--- config.mk ---
export PLATFORM = sky130hd
export DESIGN_NAME = lramt_ctrl
export DESIGN_NICKNAME = d
export VERILOG_FILES = /design/src/sv/lramt_pkg.sv /design/src/sv/lramt_ctrl.sv
export VERILOG_INCLUDE_DIRS = /design/src /design/src/sv
export SDC_FILE = /design/constraint.sdc
export NUM_CORES = 1
export LEC_CHECK = 0
export ABC_AREA = 0
export BUFFER_PORTS_ARGS = -buffer_cell sky130_fd_sc_hd__buf_2
export CAP_MARGIN = 20
export CORE_UTILIZATION = 35
export CTS_CLUSTER_DIAMETER = 50
export DETAILED_ROUTE_END_ITERATION = 10
export MAX_ROUTING_LAYER = met4
export PLACE_DENSITY = 0.67
export SLEW_MARGIN = 30
export SYNTH_ARGS = -nofsm -noshare
export SYNTH_HDL_FRONTEND = slang
export SYNTH_SLANG_ARGS = --single-unit
--- constraint.sdc ---
create_clock -name aclk -period 4.91 [get_ports aclk]
set_input_delay 0.491 -clock aclk [delete_from_list [all_inputs] [get_ports aclk]]
set_output_delay 0.491 -clock aclk [all_outputs]
set_load 0.005 [all_outputs]
--- src/sv/lazy_range_add_max_tree_defines.svh ---
// assertion macros shared by the lazy range-add / range-max tree modules
// expects aclk and aresetn in scope where used
`ifndef LAZY_RANGE_ADD_MAX_TREE_DEFINES_SVH
`define LAZY_RANGE_ADD_MAX_TREE_DEFINES_SVH

// same-cycle implication, ignored while in reset
`define LRAMT_ASSERT_IMP(lbl, ante, cons, msg) \
    lbl: assert property (@(posedge aclk) disable iff (!aresetn) (ante) |-> (cons)) \
        else $error(msg);

// next-cycle implication, ignored while in reset
`define LRAMT_ASSERT_NEXT(lbl, ante, cons, msg) \
    lbl: assert property (@(posedge aclk) disable iff (!aresetn) (ante) |=> (cons)) \
        else $error(msg);

`endif

--- src/sv/lramt_pkg.sv ---
// types, constants and helpers for the lazy range-add / range-max tree
// no dependencies
`timescale 1ns / 1ps

package lramt_pkg;

    localparam logic [1:0] MODE_CLEAR = 2'd0;
    localparam logic [1:0] MODE_RAISE = 2'd1;
    localparam logic [1:0] MODE_ADD   = 2'd2;
    localparam logic [1:0] MODE_QUERY = 2'd3;

    // fill pattern for node maxima after a clear
    localparam logic [63:0] NEG_FILL = 64'hC0C0_C0C0_C0C0_C0C0;
    // answer floor for a query, -0x3F3F3F3F3F3F3F3F
    localparam logic [63:0] NEG_QRY  = 64'hC0C0_C0C0_C0C0_C0C1;

    typedef enum logic [4:0] {
        OP_NONE,
        OP_ACCEPT,
        OP_CLR_STEP,
        OP_PUSH_START,
        OP_PUSH_RD,
        OP_PUSH_CHK,
        OP_PUSH_C0,
        OP_PUSH_C1,
        OP_PUSH_CLR,
        OP_RAISE_RD,
        OP_RAISE_WR,
        OP_PULL_START,
        OP_PULL_R0,
        OP_PULL_R1,
        OP_PULL_RP,
        OP_PULL_WR,
        OP_LOOP_START,
        OP_L_RD,
        OP_L_ADD,
        OP_L_MAX,
        OP_R_RD,
        OP_R_ADD,
        OP_R_MAX,
        OP_SHIFT,
        OP_OUT
    } dp_op_t;

    typedef struct packed {
        dp_op_t op;
        logic   sel_hi;
    } dp_cmd_t;

    typedef struct packed {
        logic [1:0] mode;
        logic       oob;
        logic       empty;
        logic       pend_nz;
        logic       lvl_is1;
        logic       p_is1;
        logic       l_lt_r;
        logic       l_odd;
        logic       r_odd;
        logic       clr_done;
        logic       out_busy;
    } dp_stat_t;

    // signed maximum of two 64-bit words
    function automatic logic [63:0] smax(input logic [63:0] a, input logic [63:0] b);
        return ($signed(a) < $signed(b)) ? b : a;
    endfunction

endpackage

--- src/sv/lramt_ctrl.sv ---
// sequencer for the tree walks: push, raise, add/query sweep, pull, clear
// depends on lramt_pkg and lazy_range_add_max_tree_defines.svh
`timescale 1ns / 1ps
`include "lazy_range_add_max_tree_defines.svh"

module lramt_ctrl
    import lramt_pkg::*;
(
    input  logic     aclk,
    input  logic     aresetn,
    input  logic     s_valid,
    output logic     s_ready,
    input  dp_stat_t stat,
    output dp_cmd_t  cmd
);

    typedef enum logic [4:0] {
        ST_IDLE,
        ST_DECODE,
        ST_CLR,
        ST_PUSH_START,
        ST_PUSH_RD,
        ST_PUSH_CHK,
        ST_PUSH_C0,
        ST_PUSH_C1,
        ST_PUSH_CLR,
        ST_RAISE_RD,
        ST_RAISE_WR,
        ST_PULL_START,
        ST_PULL_R0,
        ST_PULL_R1,
        ST_PULL_RP,
        ST_PULL_WR,
        ST_LOOP_START,
        ST_L_TST,
        ST_L_OP,
        ST_R_TST,
        ST_R_OP,
        ST_WAIT_OUT
    } state_t;

    state_t state_reg, state_next;
    logic   ph_reg, ph_next;
    state_t push_done_st;
    logic   push_done_ph;

    assign s_ready = (state_reg == ST_IDLE);

    // where to go once a push pass reaches the bottom
    always_comb begin
        push_done_ph = ph_reg;
        if (!ph_reg) begin
            if (stat.mode == MODE_RAISE) begin
                push_done_st = ST_RAISE_RD;
            end else begin
                push_done_st = ST_PUSH_START;
                push_done_ph = 1'b1;
            end
        end else begin
            push_done_st = ST_LOOP_START;
        end
    end

    // next state and datapath command
    always_comb begin
        state_next = state_reg;
        ph_next    = ph_reg;
        cmd.op     = OP_NONE;
        cmd.sel_hi = ph_reg;
        case (state_reg)
            ST_IDLE: begin
                if (s_valid) begin
                    cmd.op     = OP_ACCEPT;
                    state_next = ST_DECODE;
                end
            end
            ST_DECODE: begin
                ph_next = 1'b0;
                case (stat.mode)
                    MODE_CLEAR: state_next = ST_CLR;
                    MODE_RAISE: state_next = stat.oob ? ST_IDLE : ST_PUSH_START;
                    default: begin
                        if (stat.empty) begin
                            state_next = (stat.mode == MODE_QUERY) ? ST_WAIT_OUT : ST_IDLE;
                        end else begin
                            state_next = ST_PUSH_START;
                        end
                    end
                endcase
            end
            ST_CLR: begin
                cmd.op = OP_CLR_STEP;
                if (stat.clr_done) begin
                    state_next = ST_IDLE;
                end
            end
            ST_PUSH_START: begin
                cmd.op     = OP_PUSH_START;
                state_next = ST_PUSH_RD;
            end
            ST_PUSH_RD: begin
                cmd.op     = OP_PUSH_RD;
                state_next = ST_PUSH_CHK;
            end
            ST_PUSH_CHK: begin
                cmd.op = OP_PUSH_CHK;
                if (stat.pend_nz) begin
                    state_next = ST_PUSH_C0;
                end else if (stat.lvl_is1) begin
                    state_next = push_done_st;
                    ph_next    = push_done_ph;
                end else begin
                    state_next = ST_PUSH_RD;
                end
            end
            ST_PUSH_C0: begin
                cmd.op     = OP_PUSH_C0;
                state_next = ST_PUSH_C1;
            end
            ST_PUSH_C1: begin
                cmd.op     = OP_PUSH_C1;
                state_next = ST_PUSH_CLR;
            end
            ST_PUSH_CLR: begin
                cmd.op = OP_PUSH_CLR;
                if (stat.lvl_is1) begin
                    state_next = push_done_st;
                    ph_next    = push_done_ph;
                end else begin
                    state_next = ST_PUSH_RD;
                end
            end
            ST_RAISE_RD: begin
                cmd.op     = OP_RAISE_RD;
                state_next = ST_RAISE_WR;
            end
            ST_RAISE_WR: begin
                cmd.op     = OP_RAISE_WR;
                ph_next    = 1'b0;
                state_next = ST_PULL_START;
            end
            ST_PULL_START: begin
                cmd.op     = OP_PULL_START;
                state_next = ST_PULL_R0;
            end
            ST_PULL_R0: begin
                cmd.op     = OP_PULL_R0;
                state_next = ST_PULL_R1;
            end
            ST_PULL_R1: begin
                cmd.op     = OP_PULL_R1;
                state_next = ST_PULL_RP;
            end
            ST_PULL_RP: begin
                cmd.op     = OP_PULL_RP;
                state_next = ST_PULL_WR;
            end
            ST_PULL_WR: begin
                cmd.op = OP_PULL_WR;
                if (stat.p_is1) begin
                    if ((stat.mode == MODE_ADD) && !ph_reg) begin
                        ph_next    = 1'b1;
                        state_next = ST_PULL_START;
                    end else begin
                        state_next = ST_IDLE;
                    end
                end else begin
                    state_next = ST_PULL_R0;
                end
            end
            ST_LOOP_START: begin
                cmd.op     = OP_LOOP_START;
                state_next = ST_L_TST;
            end
            ST_L_TST: begin
                if (!stat.l_lt_r) begin
                    if (stat.mode == MODE_QUERY) begin
                        state_next = ST_WAIT_OUT;
                    end else begin
                        ph_next    = 1'b0;
                        state_next = ST_PULL_START;
                    end
                end else if (stat.l_odd) begin
                    cmd.op     = OP_L_RD;
                    state_next = ST_L_OP;
                end else begin
                    state_next = ST_R_TST;
                end
            end
            ST_L_OP: begin
                cmd.op     = (stat.mode == MODE_QUERY) ? OP_L_MAX : OP_L_ADD;
                state_next = ST_R_TST;
            end
            ST_R_TST: begin
                if (stat.r_odd) begin
                    cmd.op     = OP_R_RD;
                    state_next = ST_R_OP;
                end else begin
                    cmd.op     = OP_SHIFT;
                    state_next = ST_L_TST;
                end
            end
            ST_R_OP: begin
                cmd.op     = (stat.mode == MODE_QUERY) ? OP_R_MAX : OP_R_ADD;
                state_next = ST_L_TST;
            end
            ST_WAIT_OUT: begin
                if (!stat.out_busy) begin
                    cmd.op     = OP_OUT;
                    state_next = ST_IDLE;
                end
            end
            default: state_next = ST_IDLE;
        endcase
    end

    // state register; reset starts with a clearing pass
    always_ff @(posedge aclk) begin
        if (!aresetn) begin
            state_reg <= ST_CLR;
            ph_reg    <= 1'b0;
        end else begin
            state_reg <= state_next;
            ph_reg    <= ph_next;
        end
    end

    `LRAMT_ASSERT_IMP(a_wait_is_query, state_reg == ST_WAIT_OUT, stat.mode == MODE_QUERY, "result pending for a non-query request")
    `LRAMT_ASSERT_NEXT(a_push_children, (state_reg == ST_PUSH_CHK) && stat.pend_nz, state_reg == ST_PUSH_C0, "pending tag not pushed to children")

endmodule

After elaboration in Yosys (flattened, before gate mapping)
Index checks and enable logic that the tools add are counted.

word-level totals
  register bits = 6
  latch bits = 0
  memory bits (writable) = 0
  bits in read-only memories = 0
  memories = 0

cells by class
  add/sub/neg operators = 0
  multiply operators = 0
  divide/modulo/power cells = 0
  order comparisons = 0
  equality and inequality tests = 32
  shifts and indexed selects = 0
  muxes and demuxes = 35
  bitwise logic cells = 0
  reduce and logical (&&, ||, !) cells = 9

operator list
  cell                number
  $pmux 5 s21         2
  $mux 5              14
  $eq 5x4->1 const B  8
  $eq 5x5->1 const B  6
  $eq 5x3->1 const B  4
  $ne 2x2->1 const B  8
  $mux 1              11
  $eq 5x2->1 const B  2
  $pmux 5 s2          1
  $mux 4              2
  $mux 2              3
  $reduce_and 6->1    1
  $eq 5x1->1 const B  1
  $logic_not 5->1     1
  $pmux 1 s5          1
  $reduce_bool 5->1   1
  $eq 2x2->1 const B  2
  $reduce_or 2->1     2
  $mux 3              1
  $reduce_and 3->1    1
  $eq 2x1->1 const B  1
  $logic_not 2->1     1
  $logic_and 1x1->1   1
  $logic_not 1->1     1

Depth between registers and ports, before layout
Gate-level depths: netlist (run 1).

  word-level depth = 6
  gate-level depth with buffers = 7

Worst setup path after synthesis (run 1)
Ideal clock, no wire load.

  kind = register -> output
  start = register state_reg[2]
  end = output cmd[1] (netlist bit)
  arrival time = 1.295 ns
  path slack = 3.124 ns
  cell stages (with the launch flop) = 8
  cell sequence = dfxtp_1 buf_2 buf_1 nor4_1 nand2_1 a21oi_1 a21oi_1 o21ai_1

RTL lines
  what                      RTL line           source
  start: declaration        lramt_ctrl.sv:42   state_t state_reg, state_next;
  start signal: assignment  lramt_ctrl.sv:223  state_reg <= state_next;
  end: declaration          lramt_ctrl.sv:14   output dp_cmd_t cmd

==> metrics.md, run 1 <==
| Metric | Value |
|---|---|
| Hold Buf Count CTS | 0 |
| Tot GR Track Use | a little over a fifth |
| Clk slew on worst S/H paths | 0.04 ns |
| Site row count | 18 |
| Cell taking the most area after synthesis | dfxtp_1 |
| Max incr delay on CP | about 0.73 ns |
| Relative slew margins | 45.83% |
| Starting density of the core | 37.45% |
| Post-synth top area share | roughly 13% |
| Top Ports | 22 |
| WL per Instance | between 10 and 15 um |
| Most frequent cell after synthesis | nand2_1 |
| Layout Skew | between 0.004 and 0.005 ns |
| Root Buffer | clkbuf_4 |
| Post-DP HPWL | 2067 um |
| Die width | 53.95 um |
| Post-Syn Area | 944.7 um^2 |
| Max Clk Rate | roughly 0.42 GHz |
| Class of the most critical setup path | reg2out |
| Max-cap violations | 0 |
| RSZ-0062 raised after global routing | false |
| Initial DRC count | 43 |
| Core area | 0.002522 mm^2 |
| TritonCTS clock tree | done |
| CP endpoint kind | output pin |
| Grt total ovfl | 0 |
| Top cells by area, synth | dfxtp_1, a21oi_1, nand2_1 |
| Total power draw | between 300 and 400 uW |
| Later-pin clock latency in the skew report | about 0.24 ns |
| Synthesized instance count | roughly 150 |
| Max-slew violations | 0 |
| Outcome | complete, no violations |
| Ant. Diodes | 0 |
| Vias after detailed routing | 1175 |
| Clock buffer count from CTS | 3 |
| H-tree depth | 1 |
| Hold Violations, Final | 0 |
| Max FFs per register | 5 |
| Worst slew pin tran | 0.8114 ns |
| Register area share after synthesis | 12.72% |
| Worst path bufs/invs | 2 |
| Worst min path class | in2reg |
| Synth Warn # | 0 |
| Worst vdd ir | 233.5 uV |
| Setup repair bufs after CTS | 0 |
| Setup_tns | 0 ns |
| Syn_area_per_cell | 6.340 um^2 |
| Critical Path, Cell by Cell | inv_2 > nor4_1 > a22o_1 > a21oi_1 > o21ai_1 > buf_2 |
| CP required | between 4 and 5 ns |
| First-pass GRT wire length | 4457 um |
| FFs w/ async S/R, synth | 0% |
| Ys flop type | dfxtp_1 |
| Yosys cell types | 43 |
| Fin crit share | 48.53% |
| Crit start category | flip-flop |
| Drt drc | 0 |
| Pin count of the biggest net entering global routing | 27 |
| TritonRoute pass-1 iters | 5 |
| Vias in the first global route | 976 |
| Synth Net Count | 164 |
| DIE AREA | 0.002911 mm^2 |
| CP delay by family, top | flip-flops |
| Pleak | 0.0003736 uW |
| CTS Buffer Depth | 2 |
| I/O Buffers | 21 |
| Critical Path AT | 1.89 ns |
| Routed WL | 2792 um |
| Initial antenna violation count | 0 |
| Post-synth EDFFs | 0 |
| Layout cell share with drive strength beyond 1 | 18.47% |
| Post-synth top cells | nand2_1, a21oi_1, nor2_1, o21ai_1, nand3_1 |
| Final setup vio count | 0 |
| RePlAce Congestion | 0.9809 |
| Detail Route Antenna Nets | 0 |
| Yosys reg bits | 6 |
| Area growth, synth to finish | 9.668% |
| Nets | approximately 170 |
| Vias per inst | 6.283 |
| Pwr Density | 324.8 mW/mm^2 |
| Post-CTS resize count | 0 |
| CP Max Fanout | 19 |
| Max stage delay cell, worst path | dfxtp_1 |
| Clk sink count | 6 |
| Die height | ~54 um |
| Crit path time final | 2.383 ns |
-- area by class of cell --
| cell class | count | area (um^2) |
|---|---|---|
| multi-input cells | 121 | 728.2 |
| clock buffers | 3 | 22.52 |
| fillers | 277 | 1486 |
| flip-flops and latches | 6 | 120.1 |
| well taps | 30 | 37.54 |
| repair buffers | 21 | 105.1 |
| inverters | 6 | 22.52 |
-- power by group --
part           switching (uW)  internal (uW)
registers                51.7           58.3
clock network            15.8           27.5
logic                     101           81.9
total                     169            168
-- cells in the final DEF (no fill, tap or decap), types with 2 or more instances in the layout --
cell type / synthesis / routed
a21oi_1: 13 / 13
a221oi_1: 3 / 3
a22o_1: 3 / 3
a311o_1: 2 / 2
a31oi_1: 5 / 5
and2_1: 2 / 2
and3_1: 2 / 2
buf_2: 5 / 21
clkbuf_4: 0 / 3
dfxtp_1: 6 / 6
inv_1: 4 / 4
inv_2: 2 / 2
nand2_1: 16 / 16
nand2b_1: 5 / 5
nand3_1: 7 / 7
nand4_1: 3 / 3
nor2_1: 10 / 10
nor2b_1: 3 / 3
nor3_1: 5 / 5
nor4_1: 6 / 6
o21ai_0: 4 / 4
o21ai_1: 8 / 8
o32ai_1: 2 / 2
or2_1: 4 / 4
or3b_1: 2 / 2
-- tightest hold or removal path: cells and delay by family --
family / cells / cell delay, ns
buf+inv: 1 / 0.11
simple gates: 1 / 0.06
compound gates: 1 / 0.05
-- logic make-up after synthesis --
group | synth area share [%]
compound gates | 37.49
mux | 1.060
simple gates | 38.54
buf+inv | 10.20
flops | 12.72
-- routing by layer --
layer  vias to the layer above  share of wire [%]  track usage (%)
met5                         -                  0                -
met4                         0               0.50            2.193
met3                         2                 10            4.802
met2                        73                 50            36.83
met1                       528                 39            25.59
li1                        572                  -                -
-- path summary, 6_finish.rpt --
| kind | start | to | slack (ns) | cells after the start |
|---|---|---|---|---|
| worst min-delay path | aresetn | state_reg[3] | 0.50 | 3 |
| worst max register to register | state_reg[3] | state_reg[3] | 2.69 | 5 |
| worst min register to register | ph_reg | state_reg[4] | 0.56 | 2 |
| worst max-delay path | state_reg[4] | cmd[1] | 2.53 | 6 |
-- metrics by stage --
step / util (%) / hold slack [ns] / worst slack, ns / instance area, um^2 / cells
detailed placement: 40.18 / 0.5594 / 2.749 / 1013 / 184
finish: 41.07 / 0.4997 / 2.527 / 1036 / 187
CTS: 41.07 / 0.4948 / 2.552 / 1036 / 187
floorplan: - / 0.4994 / 3.124 / 944.7 / 149
global route: 41.07 / 0.5101 / 2.309 / 1036 / 187
global placement: 40.18 / 0.5270 / 2.724 / 1013 / 184
No activity file was read; power rests on OpenSTA's default activity.
==> inputs of run 2 (changes only) <==
--- a/config.mk
+++ b/config.mk
@@ -6,7 +6,7 @@
 export SDC_FILE = /design/constraint.sdc
 export NUM_CORES = 1
 export LEC_CHECK = 0
-export ABC_AREA = 0
+export ABC_AREA = 1
 export BUFFER_PORTS_ARGS = -buffer_cell sky130_fd_sc_hd__buf_2
 export CAP_MARGIN = 20
 export CORE_UTILIZATION = 35
==> constraint.sdc (replaced) <==
create_clock -name aclk -period 2.2 [get_ports aclk]
set_input_delay 0.22 -clock aclk [delete_from_list [all_inputs] [get_ports aclk]]
set_output_delay 0.22 -clock aclk [all_outputs]
set_load 0.005 [all_outputs]
==> run 2 against run 1 <==
Design area is 5.9% higher. Clock skew rose by 0.0017 ns. Combinational power rose by 63%. Flip-flop and latch count did not move. Highest routed layer unchanged. Die area fell by 1.0%. Power is 62% higher. Sequential share of layout area decreased by 0.53 points. Via count increased by 3.1%. Non-clock buffer count rose by 3. Cell count up 22%. Routed wire length about the same. Utilization rose by 2.8 points.
==> metrics.md, run 2 <==
| Metric | Value |
|---|---|
| CP delay by family, top | simple AND/OR/NAND/NOR gates |
| Core area | between 0.002 and 0.0025 mm^2 |
| Clk sink count | 6 |
| DIE AREA | between 0.002 and 0.003 mm^2 |
| Max Clk Rate | 0.5103 GHz |
| Reg power frac | between 20% and 30% |
| Critical Path, Cell by Cell | inv_1 > nand3_1 > inv_1 > nand2_1 > nand2_1 > nor2_1 > nand4_1 > buf_2 |
| Most frequent cell after synthesis | nand2_1 |
| Critical Path AT | 1.74 ns |
| Hold Buf Count CTS | 0 |
| Worst vdd ir | between 400 and 500 uV |
| Post-Syn Area | about 930 um^2 |
| Total power draw | between 500 and 600 uW |
| Yosys cell types | 25 |
| Root Buffer | clkbuf_4 |
| Post-synthesis mux area share | 0% |
| Synth Net Count | 190 |
| RSZ-0062 raised after global routing | false |
| Fillers | 272 |
| H-tree depth | 1 |
| Syn_area_per_cell | 5.341 um^2 |
| Synth Warn # | 0 |
| Multi-input combinational cell area | 686.9 um^2 |
| Pleak | ~0.0006 uW |
| Setup repair bufs after CTS | 0 |
| Crit path time final | 1.960 ns |
| Worst min path class | in2reg |
| TritonCTS clock tree | done |
| Initial antenna violation count | 0 |
| Post-DP Area | approximately 0.0011 mm^2 |
| Fin crit share | 89.08% |
| Final setup vio count | 0 |
| Die width | 53.68 um |
| Pin count of the biggest net entering global routing | 11 |
| Net Sw Frac | 45.58% |
| Area growth, synth to finish | 17.40% |
| Worst slew pin tran | 0.4479 ns |
| Max incr delay on CP | 0.43 ns |
| CP Max Fanout | 10 |
| Site row count | 18 |
| Yosys reg bits | 6 |
| CTS Buffer Depth | 2 |
| Max-slew violations | 0 |
| Detail Route Antenna Nets | 0 |
| Later-pin clock latency in the skew report | approximately 0.25 ns |
| Vias in the first global route | 1043 |
| Top cells by area, synth | nand2_1, dfxtp_1, nor2_1 |
| Cell-internal power | 296.9 uW |
| RePlAce Congestion | 1.023 |
| Relative slew margins | 69.87% |
| Clk slew on worst S/H paths | 0.04 ns |
| Ant. Diodes | 0 |
| Drt drc | 0 |
| Max-cap violations | 0 |
| Max stage delay cell, worst path | dfxtp_2 |
| Clock network fraction of design power | a little under a fifth |
| Synthesized instance count | 175 |
| I/O Buffers | 21 |
| First-pass GRT wire length | around 4500 um |
| Top Ports | 22 |
| Layout cell share with drive strength beyond 1 | 21.61% |
| FFs w/ async S/R, synth | 0% |
| Most frequent cells in the layout | nand2_1, nor2_1, inv_1 |
| Routed length on met3 | 188 um |
| Vias after detailed routing | about 1200 |
| Post-synth EDFFs | 0 |
| XOR/XNOR Fraction of Synth Area | 0% |
| Post-synthesis compound-gate area fraction | 14.19% |
| NetSw | 248.6 uW |
| Design area | ~0.0011 mm^2 |
| Layout Skew | 0.005765 ns |
| Pwr Density | approximately 500 mW/mm^2 |
| Die height | 53.68 um |
| M1 WL | 1262 um |
| Hold Worst Slack | 0.2324 ns |
| Register area share after synthesis | 12.85% |
| Finished Layout Cells | 229 |
| Reg area | 121.4 um^2 |
| Outcome | complete, no violations |
| Max FFs per register | 5 |
| Post-synth top cells | nand2_1, nor2_1, inv_1, nand3_1, a21oi_1 |
| CP endpoint kind | output pin |
| Met2 routed WL | 1256 um |
| Leading cell type in the layout, fill and taps excluded | nand2_1 |
| Clock buffer count from CTS | 3 |
| Post-synthesis simple-gate area fraction | ~59% |
| Post-CTS resize count | 0 |
| Starting density of the core | 37.39% |
| Class of the most critical setup path | reg2out |
| TritonRoute pass-1 iters | 5 |
| Grt total ovfl | 0 |
| Worst path bufs/invs | 3 |
| Initial DRC count | 45 |
| Routed WL | about 2800 um |
| Crit start category | flip-flop |
| Setup_tns | 0 ns |
| Post-synth top area share | 17.27% |
| Post-DP HPWL | 2382 um |
| Vias per inst | 5.293 |
| Largest family of logic cells by synthesized area | simple AND/OR/NAND/NOR gates |
| Highest routed layer | met4 |
| Cell taking the most area after synthesis | nand2_1 |
| Tot GR Track Use | 22.27% |
| Hold Violations, Final | 0 |
| Post-Synth Adder-Cell Area | 0% |
| Ys flop type | dfxtp_1 |
| Placed Cells | between 200 and 250 |
| Nets | 216 |
| CP required | 1.98 ns |
| WL per Instance | 12.18 um |
| Gate power share | a little over half |
-- run 2: changes by cell type after synthesis, sizes merged, moves of 5 or more --
cell / change
inv: +21
nand2: +30
nor2: +25
nand3: +8
buf: -7
nand2b: -5
nand4: +5
clkbuf: -6
-- run 2: area by class of cell --
cell class              count  area share, %
inverters                  27          9.236
repair buffers             24          11.63
multi-input cells         139          62.60
flip-flops and latches      6          11.06
well taps                  30          3.421
clock buffers               3          2.052
-- run 2: through the flow --
stage / utilization (%) / worst slack, ns
after floorplan: - / 0.8123
after global placement: 42.94 / 0.3411
after detailed placement: 42.94 / 0.3861
after CTS: 43.84 / 0.1123
after global routing: 43.89 / 0.07987
final: 43.89 / 0.2403
-- run 2: power by group through the flow --
stage               sequential, uW  combinational (uW)  clock [uW]
global placement               147                 298           0
CTS                            145                 297         106
finish                         146                 299         101
global route                   149                 333         114
detailed placement             147                 295           0
floorplan                      142                 195           0
-- run 2: worst paths after layout --
kind                startpoint           end  slack [ns]  cells past startpoint
setup reg to reg  state_reg[4]  state_reg[3]        0.53                      9
setup / recovery  state_reg[4]        cmd[4]        0.24                      8
hold reg to reg         ph_reg        ph_reg        0.63                      4
hold / removal         aresetn        ph_reg        0.23                      3
-- run 2: logic make-up (layout without fill, tap and decap cells) --
kind of cell | Yosys count | after routing
compound gates | 24 | 24
buf+inv | 30 | 54
flops | 6 | 6
simple gates | 115 | 115
-- run 2: tightest hold or removal path, stage by stage --
cell and delay (ns):
buf_2 0.11, nand2_1 0.06, nor2_1 0.04
-- run 2: per-layer routing --
metal | vias up | GRT usage [%]
li1 | 622 | -
met1 | 534 | 29.26
met2 | 48 | 33.95
met3 | 8 | 3.390
met4 | 0 | 8.333
met5 | - | -
==> inputs of run 3 (changes only) <==
--- a/config.mk
+++ b/config.mk
@@ -11,6 +11,7 @@
 export CAP_MARGIN = 20
 export CORE_UTILIZATION = 35
 export CTS_CLUSTER_DIAMETER = 50
+export CTS_CLUSTER_SIZE = 30
 export DETAILED_ROUTE_END_ITERATION = 10
 export MAX_ROUTING_LAYER = met4
 export PLACE_DENSITY = 0.67
==> constraint.sdc (replaced) <==
create_clock -name aclk -period 2.25 [get_ports aclk]
set_input_delay 0.225 -clock aclk [delete_from_list [all_inputs] [get_ports aclk]]
set_output_delay 0.225 -clock aclk [all_outputs]
set_load 0.005 [all_outputs]
==> run 3 against run 2 <==
Power shrank 2.7%. Via count down 0.91%. Worst hold slack better by 0.0099 ns. Global-route usage is 0.39 points lower. Largest cell class unchanged. Register-to-register slack better by 0.06 ns. Cell count unchanged. Sequential share of layout area did not move. Clock-buffer cell count stayed put. Critical path depth did not move. First-iteration DRC count increased by 42%.
==> metrics.md, run 3 (same netlist as run 2, synthesis figures left out) <==
| Metric | Value |
|---|---|
| Outcome | complete, no violations |
| Final setup vio count | 0 |
| Pin count of the biggest net entering global routing | 11 |
| Worst slew pin tran | 0.4314 ns |
| Die height | 53.68 um |
| Pre-CTS WS | 0.4243 ns |
| Vias after detailed routing | 1201 |
| Reg power frac | 26.8% |
| Max-slew violations | 0 |
| Worst vdd ir | 388.3 uV |
| Layout cell share with drive strength beyond 1 | 21.61% |
| Crit path time final | 1.949 ns |
| Routed WL | 2732 um |
| Core area | around 0.0025 mm^2 |
| Critical Path AT | 1.72 ns |
| Fin crit share | between 80 and 90% |
| Max-cap violations | 0 |
| Vias per inst | around 5.2 |
| Clock network fraction of design power | 18.6% |
| Max Clk Rate | 0.5130 GHz |
| Site row count | 18 |
| R2R depth | 9 |
| Hold Violations, Final | 0 |
| Die width | 53.68 um |
| CP endpoint kind | output pin |
| Cell-internal power | 290.2 uW |
| I/O Buffers | 21 |
| Tot GR Track Use | 21.88% |
| Initial DRC count | 64 |
| Clk sink count | 6 |
| RePlAce Congestion | 1.027 |
| CP Max Fanout | 10 |
| Relative slew margins | a little under three quarters |
| Starting density of the core | 37.39% |
| Layout Skew | 0.006981 ns |
| Crit start category | flip-flop |
| Nets | 216 |
| Initial antenna violation count | 0 |
| Post-DP HPWL | 2342 um |
| Pwr Density | between 400 and 500 mW/mm^2 |
| Top Ports | 22 |
| Gate power share | 54.5% |
| Detail Route Antenna Nets | 0 |
| Max FFs per register | 5 |
| Setup_tns | 0 ns |
| DIE AREA | between 0.002 and 0.003 mm^2 |
| Leading cell type in the layout, fill and taps excluded | nand2_1 |
| Ant. Diodes | 0 |
| CTS Buffer Depth | 2 |
| Area growth, synth to finish | 17.40% |
| RSZ-0062 raised after global routing | false |
| Grt total ovfl | 0 |
| Later-pin clock latency in the skew report | 0.24 ns |
| Hold Path Depth | 3 |
| Clk slew on worst S/H paths | 0.04 ns |
| TritonCTS clock tree | done |
| NetSw | 240.4 uW |
| Root Buffer | clkbuf_4 |
| Worst min path class | in2reg |
| H-tree depth | 1 |
| TritonRoute pass-1 iters | 4 |
| Pleak | 0.0006022 uW |
| WL per Instance | 11.93 um |
| Most frequent cells in the layout | nand2_1, nor2_1, inv_1 |
| Drt drc | 0 |
| First-pass GRT wire length | 4498 um |
| Vias in the first global route | 1078 |
| Clock buffer count from CTS | 3 |
| Class of the most critical setup path | reg2out |
| CP required | just over 2 ns |
| Net Sw Frac | 45.30% |
| Final WS setup | 0.3009 ns |
| Hold Buf Count CTS | 0 |
[run 3: final timing paths]
check / start / endpoint / slack [ns]
worst max register to register: state_reg[4] / state_reg[3] / 0.59
worst min-delay path: aresetn / ph_reg / 0.24
worst min register to register: ph_reg / ph_reg / 0.64
worst max-delay path: state_reg[4] / cmd[3] / 0.30
[run 3: critical path, stage by stage, from the launching register on]
cell and delay [ns]:
dfxtp_2 0.44, inv_1 0.13, nand3_1 0.20, inv_1 0.08
nand2_1 0.10, nand2_1 0.11, nor3_1 0.20, o21ai_0 0.10
buf_2 0.13
[run 3: per-stage QoR]
stage	total power [uW]	instances	area, um^2	hold slack (ns)	util (%)
5_1_grt	575.8	229	1097	0.2557	43.89
3_3_place_gp	435.3	226	1074	0.4853	42.94
6_report	530.6	229	1097	0.2424	43.89
2_1_floorplan	330.3	175	934.6	0.3508	-
4_1_cts	533.7	229	1096	0.2353	43.84
3_5_place_dp	430.7	226	1074	0.4950	42.94
[run 3: layout make-up]
cell class | count | area, um^2
Multi-Input combinational cell | 139 | 686.9
Timing Repair Buffer | 24 | 127.6
Tap cell | 30 | 37.54
Sequential cell | 6 | 121.4
Fill cell | 277 | 1403
Inverter | 27 | 101.3
Clock buffer | 3 | 22.52
[run 3: metal layers]
layer	part of all wire [%]	global-route usage, %
met4	2.6	7.895
met2	45	33.95
met1	45	28.00
met5	0	-
met3	7.2	3.955
[run 3: power by group through the flow]
stage                     Combinational (uW)  Sequential, uW  Clock [uW]
after floorplan                          191             139           0
after global placement                   291             144           0
after detailed placement                 287             144           0
after CTS                                288             142         104
after global routing                     323             145         108
final                                    289             142        98.9
[run 3: timing repair]
action,4_1_cts,5_1_grt
resized for setup,0,1
setup endpoints to repair,0,1
setup buffers,0,0
